### src/rtl/core/ntp_seconds_to_calendar_macros.svh
// assertion macros shared by the calendar decoder modules
// expects clk and rst in the scope of each use

`ifndef NTP_SECONDS_TO_CALENDAR_MACROS_SVH
`define NTP_SECONDS_TO_CALENDAR_MACROS_SVH

// same-cycle implication, off during reset
`define NTC_ASSERT_IMP(lbl, ante, cons, msg) \
  lbl: assert property (@(posedge clk) disable iff (rst) (ante) |-> (cons)) else $error(msg);

// next-cycle implication, off during reset
`define NTC_ASSERT_NXT(lbl, ante, cons, msg) \
  lbl: assert property (@(posedge clk) disable iff (rst) (ante) |=> (cons)) else $error(msg);

`endif

### src/rtl/core/ntc_pkg.sv
// shared types, constants and table functions of the calendar decoder
// no dependencies
`timescale 1ns / 1ps

package ntc_pkg;

  localparam int unsigned IN_W   = 32;
  localparam int unsigned OUT_W  = 40;
  localparam int unsigned DAYS_W = 16;

  // divider passes: seconds, minutes, hours
  localparam logic [1:0] PASS_SEC  = 2'd0;
  localparam logic [1:0] PASS_MIN  = 2'd1;
  localparam logic [1:0] PASS_HOUR = 2'd2;

  // reciprocals of the constant divisors, quotient is (x * recip) >> shift,
  // exact for every 32-bit x: shift 37 for 60, shift 36 for 24
  localparam logic [IN_W-1:0] RECIP_60 = 32'h8888_8889;
  localparam logic [IN_W-1:0] RECIP_24 = 32'hAAAA_AAAB;

  localparam logic [6:0] SECS_PER_MIN  = 7'd60;
  localparam logic [6:0] MINS_PER_HOUR = 7'd60;
  localparam logic [6:0] HOURS_PER_DAY = 7'd24;
  localparam logic [8:0] DAYS_COMMON   = 9'd365;
  localparam logic [7:0] YEAR_MAX      = 8'd255;
  localparam logic [3:0] MONTH_JAN     = 4'd0;
  localparam logic [3:0] MONTH_FEB     = 4'd1;
  localparam logic [3:0] MONTH_DEC     = 4'd11;

  typedef struct packed {
    logic       load;
    logic       div_step;
    logic       div_end;
    logic [1:0] pass;
    logic       year_step;
    logic       month_step;
    logic       publish;
  } ntc_cmd_t;

  typedef struct packed {
    logic year_done;
    logic month_done;
  } ntc_stat_t;

  function automatic logic [6:0] divisor(input logic [1:0] pass);
    logic [6:0] d;
    case (pass)
      PASS_SEC:  d = SECS_PER_MIN;
      PASS_MIN:  d = MINS_PER_HOUR;
      default:   d = HOURS_PER_DAY;
    endcase
    return d;
  endfunction

  function automatic logic [IN_W-1:0] recip(input logic [1:0] pass);
    logic [IN_W-1:0] r;
    case (pass)
      PASS_HOUR: r = RECIP_24;
      default:   r = RECIP_60;
    endcase
    return r;
  endfunction

  // 1900 is the only multiple of four in range that is not leap
  function automatic logic is_leap(input logic [7:0] yoff);
    return (yoff[1:0] == 2'b00) && (yoff != 8'd0);
  endfunction

  function automatic logic [4:0] month_len(input logic [3:0] mon, input logic leap);
    logic [4:0] len;
    case (mon)
      4'd0, 4'd2, 4'd4, 4'd6, 4'd7, 4'd9, 4'd11: len = 5'd31;
      MONTH_FEB: len = leap ? 5'd29 : 5'd28;
      default:   len = 5'd30;
    endcase
    return len;
  endfunction

endpackage

### src/rtl/core/ntp_seconds_to_calendar.sv
// Converts a 32-bit count of seconds since 1900-01-01 00:00 UTC into second,
// minute, hour, year offset from 1900, month (1-12) and day of month (1-31).
// One word in gives one word out. From acceptance a word passes through three
// divider passes (by 60, 60, 24), each a reciprocal multiply then a remainder
// step, then a year walk that takes off one whole year per step, then a month
// walk that takes off one month per step, and then the result is loaded into
// the output register. A new word is not accepted until the last one has been
// loaded; it is accepted at the earliest in the cycle after that load. The
// input is taken again as soon as the result sits in the output register, even
// if it has not been read yet; an unread result holds the following word back
// before its load.
// Depends on ntc_pkg, ntc_ctrl and ntc_dp.
`timescale 1ns / 1ps

module ntp_seconds_to_calendar (
  input  logic                      clk,
  input  logic                      rst,
  input  logic                      s_tvalid,
  output logic                      s_tready,
  // seconds_since_1900 [31:0]
  input  logic [ntc_pkg::IN_W-1:0]  s_tdata,
  output logic                      m_tvalid,
  input  logic                      m_tready,
  // second [5:0], minute [11:6], hour [16:12], year_offset [24:17],
  // month [28:25], day_of_month [33:29], zero [39:34]
  output logic [ntc_pkg::OUT_W-1:0] m_tdata
);
  import ntc_pkg::*;

  ntc_cmd_t   cmd;
  ntc_stat_t  stat;
  logic [5:0] second;
  logic [5:0] minute;
  logic [4:0] hour;
  logic [7:0] year_offset;
  logic [3:0] month;
  logic [4:0] day_of_month;

  ntc_ctrl u_ctrl (
    .clk      (clk),
    .rst      (rst),
    .s_tvalid (s_tvalid),
    .s_tready (s_tready),
    .m_tvalid (m_tvalid),
    .m_tready (m_tready),
    .stat     (stat),
    .cmd      (cmd)
  );

  ntc_dp u_dp (
    .clk                (clk),
    .rst                (rst),
    .seconds_since_1900 (s_tdata),
    .cmd                (cmd),
    .stat               (stat),
    .out_second         (second),
    .out_minute         (minute),
    .out_hour           (hour),
    .out_year_offset    (year_offset),
    .out_month          (month),
    .out_day_of_month   (day_of_month)
  );

  assign m_tdata = {6'd0, day_of_month, month, year_offset, hour, minute, second};

endmodule

### src/rtl/core/ntc_ctrl.sv
// sequencer of the calendar decoder: divider passes, year walk, month walk
// depends on ntc_pkg and the assertion macro header
`timescale 1ns / 1ps
`include "ntp_seconds_to_calendar_macros.svh"

module ntc_ctrl (
  input  logic              clk,
  input  logic              rst,
  input  logic              s_tvalid,
  output logic              s_tready,
  output logic              m_tvalid,
  input  logic              m_tready,
  input  ntc_pkg::ntc_stat_t stat,
  output ntc_pkg::ntc_cmd_t  cmd
);
  import ntc_pkg::*;

  typedef enum logic [2:0] {
    S_IDLE,
    S_DIV,
    S_DIV_END,
    S_YEAR,
    S_MONTH,
    S_PUBLISH
  } state_t;

  state_t     state;
  logic [1:0] pass;

  assign s_tready = (state == S_IDLE);

  always_comb begin
    cmd      = '0;
    cmd.pass = pass;
    case (state)
      S_IDLE:    cmd.load       = s_tvalid;
      S_DIV:     cmd.div_step   = 1'b1;
      S_DIV_END: cmd.div_end    = 1'b1;
      S_YEAR:    cmd.year_step  = 1'b1;
      S_MONTH:   cmd.month_step = 1'b1;
      S_PUBLISH: cmd.publish    = !m_tvalid || m_tready;
      default:   cmd.load       = 1'b0;
    endcase
  end

  always_ff @(posedge clk) begin
    if (rst) begin
      state    <= S_IDLE;
      pass     <= PASS_SEC;
      m_tvalid <= 1'b0;
    end else begin
      if (cmd.publish) begin
        m_tvalid <= 1'b1;
      end else if (m_tready) begin
        m_tvalid <= 1'b0;
      end
      case (state)
        S_IDLE: begin
          if (s_tvalid) begin
            state <= S_DIV;
            pass  <= PASS_SEC;
          end
        end
        // quotient in S_DIV, remainder in the S_DIV_END state that follows it
        S_DIV: begin
          state <= S_DIV_END;
        end
        S_DIV_END: begin
          if (pass == PASS_HOUR) begin
            state <= S_YEAR;
          end else begin
            state <= S_DIV;
            pass  <= pass + 2'd1;
          end
        end
        S_YEAR: begin
          if (stat.year_done) begin
            state <= S_MONTH;
          end
        end
        S_MONTH: begin
          if (stat.month_done) begin
            state <= S_PUBLISH;
          end
        end
        S_PUBLISH: begin
          if (cmd.publish) begin
            state <= S_IDLE;
          end
        end
        default: state <= S_IDLE;
      endcase
    end
  end

  `NTC_ASSERT_NXT(a_load_starts, s_tvalid && s_tready,
    state == S_DIV && pass == PASS_SEC, "load did not start the first divider pass")
  `NTC_ASSERT_IMP(a_pass_range, 1'b1,
    pass == PASS_SEC || pass == PASS_MIN || pass == PASS_HOUR, "divider pass out of range")
  `NTC_ASSERT_NXT(a_hour_to_year, state == S_DIV_END && pass == PASS_HOUR,
    state == S_YEAR, "year walk did not follow the hour pass")
  `NTC_ASSERT_NXT(a_publish_valid, cmd.publish,
    m_tvalid && state == S_IDLE, "published word not offered")

endmodule

### src/rtl/core/ntc_dp.sv
// datapath of the calendar decoder: reciprocal-multiply constant divider,
// year and month subtractors, result register; depends on ntc_pkg and macros
`timescale 1ns / 1ps
`include "ntp_seconds_to_calendar_macros.svh"

module ntc_dp (
  input  logic                       clk,
  input  logic                       rst,
  input  logic [ntc_pkg::IN_W-1:0]   seconds_since_1900,
  input  ntc_pkg::ntc_cmd_t          cmd,
  output ntc_pkg::ntc_stat_t         stat,
  output logic [5:0]                 out_second,
  output logic [5:0]                 out_minute,
  output logic [4:0]                 out_hour,
  output logic [7:0]                 out_year_offset,
  output logic [3:0]                 out_month,
  output logic [4:0]                 out_day_of_month
);
  import ntc_pkg::*;

  logic [IN_W-1:0]   work;
  logic [IN_W-1:0]   quot;
  logic [5:0]        second;
  logic [5:0]        minute;
  logic [4:0]        hour;
  logic [DAYS_W-1:0] days;
  logic [7:0]        year;
  logic [3:0]        mon;

  logic [IN_W-1:0]   rc;
  logic [2*IN_W-1:0] product;
  logic [IN_W-1:0]   quot_next;
  logic [6:0]        dv;
  logic [12:0]       qd_lo;
  logic [5:0]        rem;
  logic              leap;
  logic [8:0]        ylen;
  logic [4:0]        mlen;
  logic              year_fits;
  logic              month_fits;

  // quotient by reciprocal multiply, shift 36 for 24 and 37 for 60
  assign rc        = recip(cmd.pass);
  assign product   = {{IN_W{1'b0}}, work} * {{IN_W{1'b0}}, rc};
  assign quot_next = (cmd.pass == PASS_HOUR) ? {4'd0, product[63:36]}
                                             : {5'd0, product[63:37]};

  // remainder is below 64, so the low six bits of the product are enough
  assign dv    = divisor(cmd.pass);
  assign qd_lo = {7'd0, quot[5:0]} * {6'd0, dv};
  assign rem   = work[5:0] - qd_lo[5:0];

  assign leap       = is_leap(year);
  assign ylen       = DAYS_COMMON + {8'd0, leap};
  assign mlen       = month_len(mon, leap);
  assign year_fits  = (days >= {7'd0, ylen}) && (year != YEAR_MAX);
  assign month_fits = (days >= {11'd0, mlen}) && (mon != MONTH_DEC);

  assign stat.year_done  = !year_fits;
  assign stat.month_done = !month_fits;

  always_ff @(posedge clk) begin
    if (cmd.load) begin
      work <= seconds_since_1900;
    end
    if (cmd.div_step) begin
      quot <= quot_next;
    end
    if (cmd.div_end) begin
      work <= quot;
      case (cmd.pass)
        PASS_SEC: second <= rem;
        PASS_MIN: minute <= rem;
        default: begin
          hour <= rem[4:0];
          days <= quot[DAYS_W-1:0];
          year <= '0;
          mon  <= MONTH_JAN;
        end
      endcase
    end
    if (cmd.year_step && year_fits) begin
      days <= days - {7'd0, ylen};
      year <= year + 8'd1;
    end
    if (cmd.month_step && month_fits) begin
      days <= days - {11'd0, mlen};
      mon  <= mon + 4'd1;
    end
    if (cmd.publish) begin
      out_second       <= second;
      out_minute       <= minute;
      out_hour         <= hour;
      out_year_offset  <= year;
      out_month        <= mon + 4'd1;
      out_day_of_month <= days[4:0] + 5'd1;
    end
  end

  `NTC_ASSERT_IMP(a_rem_range, cmd.div_end, rem < 6'd60, "divider remainder out of range")
  `NTC_ASSERT_IMP(a_month_days, cmd.month_step, days < 16'd366,
    "day of year out of range in month walk")
  `NTC_ASSERT_NXT(a_pub_month, cmd.publish, out_month >= 4'd1 && out_month <= 4'd12,
    "published month out of range")

endmodule

### config.mk
export PLATFORM = sky130hd
export DESIGN_NAME = ntp_seconds_to_calendar
export DESIGN_NICKNAME = d
export VERILOG_FILES = /design/src/rtl/core/ntc_pkg.sv /design/src/rtl/core/ntp_seconds_to_calendar.sv /design/src/rtl/core/ntc_ctrl.sv /design/src/rtl/core/ntc_dp.sv
export VERILOG_INCLUDE_DIRS = /design/src /design/src/rtl/core
export SDC_FILE = /design/constraint.sdc
export NUM_CORES = 1
export LEC_CHECK = 0
export BUFFER_PORTS_ARGS = -buffer_cell sky130_fd_sc_hd__buf_2
export CAP_MARGIN = 15
export CORE_ASPECT_RATIO = 1.1
export CORE_UTILIZATION = 55
export DETAILED_ROUTE_END_ITERATION = 8
export PLACE_DENSITY = 0.78
export SYNTH_ARGS = -nofsm -noshare
export SYNTH_HDL_FRONTEND = slang
export SYNTH_SLANG_ARGS = --single-unit
### constraint.sdc
create_clock -name clk -period 17.3 [get_ports clk]
set_input_delay 3.46 -clock clk [delete_from_list [all_inputs] [get_ports clk]]
set_output_delay 3.46 -clock clk [all_outputs]
set_load 0.05 [all_outputs]
Word-level counts from Yosys, hierarchy flattened. Index checks and enable logic that the tools add are counted.

Memories: 0. Flip-flop bits (word level): 149. Logic and storage cells: 117. Output and inout port bits: 42. Bits in latches: 0. RAM bits: 0. Input port bits: 36. ROM bits: 0.

Shifts and indexed selects: 0. Add/sub/neg operators: 8. $mul: 2. $lt $le $gt $ge: 2. Bitwise logic cells: 1. Eq/ne operators: 24. Reductions and logical operators: 28. Mux-type cells: 34. Div/mod/pow operators: 0.

Operators by type and width (number): multiplier 32 x 32 -> 64 bit (1); 2-to-1 mux 16 bit (4); 2-to-1 mux 32 bit (2); 2-to-1 mux 30 bit (1); 2-to-1 mux 27 bit (1); 2-to-1 mux 8 bit (3); one-hot mux 3 bit (6 select lines) (1); greater-or-equal comparator 16 x 5 -> 1 bit (1); greater-or-equal comparator 16 x 9 -> 1 bit (1); subtractor 16 x 5 -> 16 bit (1); subtractor 16 x 9 -> 16 bit (1); equality test 4 x 3 -> 1 bit, second input constant (3); 2-to-1 mux 3 bit (4); 2-to-1 mux 4 bit (3); AND reduction 2 bit (6); != test 2 bit, second input constant (5); one-hot mux 5 bit (2 select lines) (1); nonzero test 2 bit (5); adder 9 x 1 -> 9 bit, first input constant (1); 2-to-1 mux 1 bit (9); adder 8 x 1 -> 8 bit, second input constant (1); equality test 4 bit, second input constant (2); != test 8 bit, second input constant (1); nonzero test 8 bit (1); 30 further kinds (40).

Logic depth before layout (Yosys ltp).
Word-level depth: 9. Depth in mapped cells: 32.

Hierarchy. Synthesis repeated with hierarchy kept, for this count alone.

Cells, all modules: 2454. Area, all modules: 24768.8 sq um.

Modules (own cells, without submodules): ntc_dp (instances 1, area an instance 24327.1 sq um, cells each 2400); ntc_ctrl (instances 1, area an instance 392.9 sq um, cells each 47); ntp_seconds_to_calendar (instances 1, area an instance 48.8 sq um, cells each 7).

Worst setup path after synthesis. OpenSTA, ideal clock, no wires.

Path kind: register -> register. Start point: register u_ctrl.pass[0]. End point: register u_dp.quot[18], data pin. Arrival: 7.769 ns. Cell stages (with the launch flop): 32. Library setup time: 0.262 ns. Slack: 9.269 ns. Path through: dfxtp_1 > inv_1 > ha_1 > buf_2 > clkbuf_1 > clkbuf_1 > buf_1 > nand2_1 > inv_1 > ha_1 > fa_1 > inv_1 > fa_1 > fa_1 > inv_1 > fa_1 > fa_1 > fa_1 > inv_1 > fa_1 > inv_1 > ha_1 > nand3_2 > nor3_2 > nand4_1 > nor4b_2 > nor4_4 > o211ai_2 > a21oi_2 > o31ai_2 > xor2_1 > mux2_1.

Longest elaborated chain between the ends: 4.

Ends and longest elaborated chain: start, declared (RTL line ntc_ctrl.sv:28) `logic [1:0] pass;`; start signal, assigned (RTL line ntc_ctrl.sv:73) `pass <= pass + 2'd1;`; equality test 2 bit * (RTL line ntc_pkg.sv:57, ntc_dp.sv:45); 2-to-1 mux 30 bit (RTL line ntc_pkg.sv:57) `case (pass)`; multiplier 32 x 32 -> 64 bit (RTL line ntc_dp.sv:44) `assign product = {{IN_W{1'b0}}, work} * {{IN_W{1'b0}}, rc};`; 2-to-1 mux 27 bit * (RTL line ntc_dp.sv:45) `assign quot_next = (cmd.pass == PASS_HOUR) ? {4'd0, product[63:36]}`; named net u_dp.quot_next[18] (RTL line ntc_dp.sv:32) `logic [IN_W-1:0] quot_next;`; end signal, assigned (RTL line ntc_dp.sv:67) `quot <= quot_next;`; end, declared (RTL line ntc_dp.sv:22) `logic [IN_W-1:0] quot;`.

The timed path passes the listed nets; every way through them passes the cells marked *. A chain may end at the register's enable or synchronous reset.

Worst setup path in the final report.
Start point: register u_ctrl.pass[0]. End point: register u_dp.quot[25], data pin.

The elaborated chain is that of the path after synthesis.

==> flow_summary.yaml <==
synth:
  synth.most_common_cell: "inv_1"
  synthTopCellsByCount: "601 x inv_1, 390 x fa_1, 388 x ha_1"
  synth.area.mux_share: 0.0204
  synth_top_area_cell: "fa_1"
  syn-instance-count: 2379
  synth-compound-area-share: 0.0725
  ys_seq_area_frac: 0.175
  synth-seq-cells: 145
  synth_top_family_by_area: "adder cells"
  synthXorXnorAreaFrac: 0.0424
  synthSimpleGateAreaFrac: 0.0728
  yosys_warnings: 0
  ys.flop_type: "edfxtp_1"
  synth-edff-count: 139
  synth_fa_ha_area_frac: 0.515
  synth.area.top_cells: "fa_1 32%, ha_1 20%, edfxtp_1 17%, inv_1 9.2%, xnor2_1 3.1%"
  netlist.area_leader.share: 0.317
  syn_area_per_cell_sq_um: 10.3
  yosysUniqueCellTypes: 81
  async_flop_share: 0
  netlist_area_sq_um: 24600
run:
  cap_violations: 0
timing:
  drv_slew: 0
  tns_ns: 0
  max_freq_mhz: 113
  period_share: 0.513
  maxSlewHeadroom: 0.337
  finalHoldViolations: 0
  min_period_ns: 8.87
  setup_viol: 0
  rsz0062_at_grt: "false"
  skew_ns: 0.0123
  worst_pin_slew_ns: 0.991
critical_path:
  slowest_delay_ns: 0.77
  critPathArrivalTime_ns: 9.03
  path_class: "reg2reg"
  path_buf_inv: 7
  worstPathMaxFanout: 35
  slowest_stage: "ha_2"
  end_kind: "flip-flop"
  startpoint_type: "flip-flop"
  crit_family: "adder cells"
  cp.required_ns: 17.46
cts:
  clk_latency_ns: 0.44
  clk_pin_slew_ns: 0.07
  root_buffer: "clkbuf_16"
  hold_buffers: 0
  htreeDepth: 4
  cts_resized: 0
  clock_sinks: 145
  cts_buffers: 17
  tritoncts: "yes"
  cts_setup_buffers: 0
  cts_buffer_depth: 2
detailed_routing:
  vias: 17200
  drtIter0Drc: 1164
  drcViolationCount: 0
  routed_wl_um: 71000
  ant_nets: 0
  viasPerCell: 5.71
  wl_per_cell_um: 23.6
  first_pass_iters: 5
finish:
  layout.nets: 3239
  diodes: 0
  area_growth_pct: 6.16
  drive_above_1_share: 0.0779
  fin_area_sq_um: 26100
floorplanning:
  rows: 80
  die_width_um: 204
  start_util: 0.562
  die_h_um: 224
  io_pins: 78
  die_area_sq_um: 45600
  core-area_sq_um: 43700
global_route:
  antenna_found_initial: 0
  grt.overflow.total: 0
  grt_pass1_vias: 18400
  grtUsageTotal: 0.323
  grt_max_degree: 37
  grt_pass1_wl_um: 108000
place:
  port_buffers: 71
  hpwl_um: 62400
  placed_area_sq_um: 25500
  finalWeightedCongestion: 1.06
run_status:
  status: "completed"
hold_path:
  hold_path.class: "reg2reg"
==> state kept, by name, indices dropped and copies added (netlist names), 2 cells and up <==
register               count
u_dp.work                 32
u_dp.quot                 28
u_dp.days                 16
u_dp.out_year_offset       8
u_dp.year                  8
u_dp.minute                6
u_dp.out_minute            6
u_dp.out_second            6
u_dp.second                6
u_dp.hour                  5
u_dp.out_day_of_month      5
u_dp.out_hour              5
u_dp.mon                   4
u_dp.out_month             4
u_ctrl.state               3
u_ctrl.pass                2
==> per-layer routing <==
layer | vias up | track usage | wire length [um]
li1 | 7700 | - | -
met5 | - | 0 | 0
met4 | 0 | 0.182 | 4850
met3 | 207 | 0.0419 | 3760
met1 | 8629 | 0.396 | 27600
met2 | 677 | 0.550 | 34800
==> placed cells by master, fill, tap and decap left out, types with 7 or more instances in the layout <==
cell type    n
xnor2_1     86
nand3_1     27
buf_2       71
fa_1       390
o21ai_0     33
inv_1      601
o21bai_1     9
or2_2        8
nand2b_1     8
ha_1       387
and2_1      12
and3_1      16
o22ai_1     15
buf_4        8
mux2_2      39
clkinv_8     7
edfxtp_1   139
a31oi_1      7
nor3_1      12
nor2_1      94
o21a_1       9
a21o_1      29
nor2b_1     19
nand4_1     18
clkbuf_16   17
xor2_1      33
o21ai_1      7
nand2_1    121
a21oi_1     94
==> stage by stage <==
stage                     utilization  hold slack [ns]  setup slack [ns]  instances
after global placement          0.583            0.401              8.68       2980
after global routing            0.597            0.428              8.07       3012
after CTS                       0.597            0.426              8.47       3012
final                           0.597            0.428              8.43       3012
after detailed placement        0.583            0.407              8.48       2980
after floorplan                     -            0.400              9.27       2384
==> logic make-up after synthesis <==
group	after synthesis
other	1
adder cells (fa/ha/maj)	778
AND/OR/NAND/NOR	365
multiplexers	45
flip-flops	145
AO/OA/AOI/OAI	268
buffers and inverters	658
XOR/XNOR	119
==> final cells by class <==
| class | count | area (sq um) |
|---|---|---|
| clock inverter | 15 | 190 |
| clock buffer | 17 | 425 |
| inverter | 601 | 2260 |
| fill | 3650 | 17600 |
| tap | 574 | 718 |
| timing repair buffer | 79 | 415 |
| sequential | 145 | 4290 |
| multi-input combinational | 1581 | 17800 |
==> worst paths after layout <==
check	to	slack, ns	from	depth (start not counted)
max	u_dp.quot[25]	8.43	u_ctrl.pass[0]	28
min	u_dp.out_second[3]	0.43	u_dp.second[3]	0
max reg2reg	u_dp.quot[25]	8.43	u_ctrl.pass[0]	28
min reg2reg	u_dp.out_second[3]	0.43	u_dp.second[3]	0
==> worst reg2reg max path, delay by kind of cell (launching register included) <==
family          cells  cell delay (ns)
flops               1             0.33
buf+inv             7             0.78
fa+ha+maj          10             4.71
simple gates        3             0.82
compound gates      8             1.98
Power is not shown: default switching activity piles up to over one toggle a cycle in this logic, so the estimate is an artifact.
